**src/rtl/lcv_pkg.sv**
```systemverilog
// Shared types and constants for the LC value calculator.
package lcv_pkg;

  localparam int unsigned BIG_W = 256;
  localparam int unsigned LIMBS = BIG_W / 32;

  localparam logic [31:0] FOUR_PI_SQ_Q24 = 32'd662337939;
  localparam logic [31:0] LIM0 = 32'd999;
  localparam logic [31:0] LIM1 = 32'd999000;
  localparam logic [31:0] LIM2 = 32'd999000000;
  localparam logic [31:0] SC0 = 32'd1;
  localparam logic [31:0] SC1 = 32'd1000;
  localparam logic [31:0] SC2 = 32'd1000000;
  localparam logic [31:0] SC3 = 32'd1000000000;
  localparam logic [31:0] E9 = 32'd1000000000;
  localparam logic [31:0] E6 = 32'd1000000;
  localparam logic [31:0] Q24_ONE = 32'd16777216;
  localparam logic [31:0] HUNDRED = 32'd100;

  localparam logic [2:0] UNIT_NH = 3'd3;
  localparam logic [2:0] UNIT_PF = 3'd7;

  localparam logic [1:0] REG_OPEN = 2'd0;
  localparam logic [1:0] REG_LOADED = 2'd1;
  localparam logic [1:0] REG_CCAL = 2'd2;
  localparam logic [1:0] REG_GATE = 2'd3;

  localparam logic OP_CAP = 1'b0;
  localparam logic OP_IND = 1'b1;

  typedef struct packed {
    logic [15:0] f1;
    logic [15:0] f2;
    logic [15:0] cc;
    logic [9:0]  gate;
  } cfg_t;

  typedef struct packed {
    logic        op;
    logic        err;
    logic        neg;
    logic [31:0] s1;
    logic [31:0] s2;
    logic [31:0] s3;
    logic [31:0] d13;
    logic [31:0] d12;
  } job_t;

  typedef enum logic [1:0] {PH_IDLE, PH_MUL, PH_DIV, PH_OUT} phase_t;
  typedef enum logic [1:0] {MD_FORM, MD_RANGE, MD_SCALE, MD_HUND} mode_t;

endpackage

```
**src/rtl/lcv_fifo.sv**
```systemverilog
// Two-entry job queue between front and back.
module lcv_fifo import lcv_pkg::*; (
  input  logic clk,
  input  logic rst,
  input  logic wr,
  input  job_t wdata,
  output logic full,
  input  logic rd,
  output logic valid,
  output job_t rdata
);

  job_t       mem [2];
  logic       wp;
  logic       rp;
  logic [1:0] cnt;

  assign full = cnt == 2'd2;
  assign valid = cnt != 2'd0;
  assign rdata = mem[rp];

  always_ff @(posedge clk) begin
    if (wr) begin
      mem[wp] <= wdata;
    end
  end

  always_ff @(posedge clk) begin
    if (rst) begin
      wp <= 1'b0;
      rp <= 1'b0;
      cnt <= 2'd0;
    end else begin
      if (wr) begin
        wp <= ~wp;
      end
      if (rd) begin
        rp <= ~rp;
      end
      cnt <= cnt + {1'b0, wr} - {1'b0, rd};
    end
  end

endmodule

```
**config.mk**
```make
export PLATFORM = sky130hd
export DESIGN_NAME = lcv_fifo
export DESIGN_NICKNAME = d
export VERILOG_FILES = /design/src/rtl/lcv_pkg.sv /design/src/rtl/lcv_fifo.sv
export SDC_FILE = /design/constraint.sdc
export NUM_CORES = 1
export LEC_CHECK = 0
export BUFFER_PORTS_ARGS = -buffer_cell sky130_fd_sc_hd__buf_4
export CORE_UTILIZATION = 45
export DETAILED_ROUTE_END_ITERATION = 7
export PLACE_DENSITY = 0.76
export SLEW_MARGIN = 30
export SYNTH_ARGS = -nofsm -noshare
export SYNTH_HDL_FRONTEND = slang
export SYNTH_SLANG_ARGS = --single-unit
```
**constraint.sdc**
```tcl
create_clock -name clk -period 9.8 [get_ports clk]
set_clock_uncertainty 0.15 [all_clocks]
set_input_delay 1.47 -clock clk [delete_from_list [all_inputs] [get_ports clk]]
set_output_delay 1.47 -clock clk [all_outputs]
set_load 0.02 [all_outputs]
```
==> out/summary.md <==
- finished clean — outcome
- 60.4% — post-route core utilization
- 16000 um — post-DP HPWL
- 331 — sink count of the clock tree
- 71 — pin count of the biggest net entering global routing
- 188 uV — largest voltage drop on the vdd net
- flip-flop to flip-flop — worst hold path class
- 5810 ps — Place WS
- 2 — number of H-tree branching levels
- false — setup repair after global routing missed its margin
- 45.7% — effective utilization at floorplan
- wp — launching point of the worst reg2reg path
- 2820 ps — arrival time of data at the critical path endpoint
- 24200 um — total wire length after detailed routing
- 0 — Post-CTS Repair Setup Buffers
- 0 — final setup violating endpoints
- 936 ps — transition time at the pin with the least slew margin
- 528 — post-synthesis instance total
- 0 — hold_buf cts
- 8180 ps — required time worst endpoint
- 16.8% — Tot GR Track Use
- rdata[1] — worst setup path endpoint
- 332 — I/O pins
- 60.5% — layout cells sized above 1
- 167 um — floorplan die height
- 4.91 — DR vias/cell
- 331 — #FFs+latches synth
- 7280 ps — setup slack, reg-to-reg
- 1053 — net total in the final layout
- 3 — Longest Clk Path Bufs
- 0.797 — Routability Congestion
- flip-flop to output port — Worst Path Class, Setup
- output port — kind of capture point of the worst setup path
- 60 — Site Rows
- 0 — Ys Warns
- 2 — initial antenna violation count
- 6.19 nW — leakage power
- 0 — global route overflow
- 32.0% — area grow syn2layout
- 0 ps — setup tns final
- 697 — post-synthesis net count
- 167 um — die width
- 27900 um^2 — Die Outline Area
- 50 — highest fanout seen on the critical path
- mem[0][29] — Reg-to-Reg End
- 5360 ps — min setup slack post-route
- 6141 — detailed-route via count
- 0 — number of pins with negative max-slew slack in the final report
- 0 — post_cts resized
- 35 — TritonCTS buffer count
- 19.3 um — per-cell routed wire length
- 26800 um^2 — area of the core
- 80.7% — part of the Yosys area used for sequential elements
- 500 ps — Skew-Pair Late Insertion Delay
- 60 ps — clock transition time at the flip-flop clock pins of the worst setup and hold paths
- 23.2 um^2 — per-instance average area after synthesis
- 14 — Unique masters post-synth
- 2 — Worst Hold Depth
- 210 nW/um^2 — Pwr per Cell Area
- sky130_fd_sc_hd__clkbuf_16 — CTS Root Cell
- 3.40 mW — total power
- 12300 um^2 — synthesized area
- 4 — first drt pass iteration count
- 2 — FF-to-FF path depth
- 45.3% — ratio of final minimum period to clock period
- 35500 um — global-route wire length before repair
- 0 — residual antenna-violating net count after detailed routing
- 0 — final routed DRC violation total
- 225 MHz — timing-limited maximum frequency
- 360 — Starting DRT DRC Count
- 331 — number of port buffers
- 0 — count of max-cap constraint violations
- flip-flop — kind of start point of the critical path
- 4440 ps — post-route minimum period
- 6526 — via count of the first global-routing pass
- 0 — number of failing hold endpoints at the final stage
- 37.6% — Worst slew margin
- built — clock tree from TritonCTS
- 1975 — number of filler instances in the final layout
cell usage after synthesis:
library cell / n / area, um^2
sky130_fd_sc_hd__and2_1: 1 / 6.26
sky130_fd_sc_hd__buf_2: 9 / 45.0
sky130_fd_sc_hd__buf_6: 9 / 101
sky130_fd_sc_hd__dfxtp_1: 5 / 100
sky130_fd_sc_hd__edfxtp_1: 326 / 9790
sky130_fd_sc_hd__ha_1: 2 / 25.0
sky130_fd_sc_hd__inv_1: 2 / 7.51
sky130_fd_sc_hd__mux2_2: 93 / 1050
sky130_fd_sc_hd__mux2_4: 70 / 1050
sky130_fd_sc_hd__nor2_1: 4 / 15.0
sky130_fd_sc_hd__nor2b_1: 3 / 18.8
sky130_fd_sc_hd__or2_2: 1 / 6.26
sky130_fd_sc_hd__xnor2_1: 2 / 17.5
sky130_fd_sc_hd__xnor3_1: 1 / 22.5
critical path, cell delays in order (launching register included):
cell                      delay, ps
sky130_fd_sc_hd__dfxtp_4        840
sky130_fd_sc_hd__buf_4          800
sky130_fd_sc_hd__mux2_2         410
sky130_fd_sc_hd__buf_4          160
placed cells by master, fill, tap and decap left out, drive strengths merged:
| cell type | netlist | final |
|---|---|---|
| nor2b | 3 | 3 |
| clkinvlp | 0 | 2 |
| xnor3 | 1 | 1 |
| or2 | 1 | 1 |
| diode | 0 | 2 |
| clkinv | 0 | 10 |
| inv | 2 | 2 |
| nor2 | 4 | 4 |
| ha | 2 | 2 |
| clkbuf | 0 | 47 |
| buf | 18 | 337 |
| dfxtp | 5 | 5 |
| and2 | 1 | 1 |
| bufinv | 0 | 2 |
| edfxtp | 326 | 326 |
| xnor2 | 2 | 2 |
| mux2 | 163 | 163 |
flip-flops by register name, indices dropped and copies added, names as in the netlist, named ones only:
signal / cells
wp: 1
mem: 326
rp: 1
cnt: 2
logic make-up (layout without fill, tap and decap cells):
group	count (synthesis)	after routing	share of synthesized area (%)
xor+xnor	3	3	0.327
mux	163	163	17.1
fa+ha+maj	2	2	0.204
simple gates	9	9	0.378
flops	331	331	80.7
other cells	0	2	0
buf+inv	20	400	1.26
stage by stage:
stage / cells / cell area (um^2) / hold WS (ps)
2_1_floorplan: 528 / 12300 / 330
3_3_place_gp: 1188 / 15100 / 343
3_5_place_dp: 1188 / 15100 / 356
4_1_cts: 1249 / 16200 / 381
5_1_grt: 1249 / 16200 / 427
6_report: 1251 / 16200 / 379
how the worst min path moves through the flow:
stage,from,to,slack (ps)
2_1_floorplan,rp,flip-flop,330
3_3_place_gp,rp,rp,340
3_5_place_dp,rp,flip-flop,360
4_1_cts,rp,rp,380
5_1_grt,rp,flip-flop,430
6_report,rp,flip-flop,380
metal layers:
layer	part of all wire, %	GRT usage, %	up-vias
met5	0	0	-
met4	3.3	7.09	0
li1	-	-	2815
met2	51	29.1	271
met3	9.3	6.20	49
met1	37	18.5	3006
report_power, final:
| group | switching (mW) | leakage (nW) | internal (mW) | total (mW) |
|---|---|---|---|---|
| combinational | 0.240 | 2.56 | 0.237 | 0.476 |
| clock | 0.493 | 0.521 | 0.741 | 1.23 |
| sequential | 0.0307 | 3.10 | 1.66 | 1.69 |
| total | 0.764 | 6.19 | 2.63 | 3.40 |
final cells by class:
class,instances,area (um^2),area share [%]
diodes,2,5.00,0.0309
clock buffers,47,963,5.96
clock inverters,14,118,0.727
inverters,2,7.51,0.0464
multi-input cells,177,2220,13.7
flip-flops and latches,331,9890,61.2
well taps,341,427,2.64
repair buffers,337,2540,15.7
Note: power is estimated with default switching activity, not from simulation.
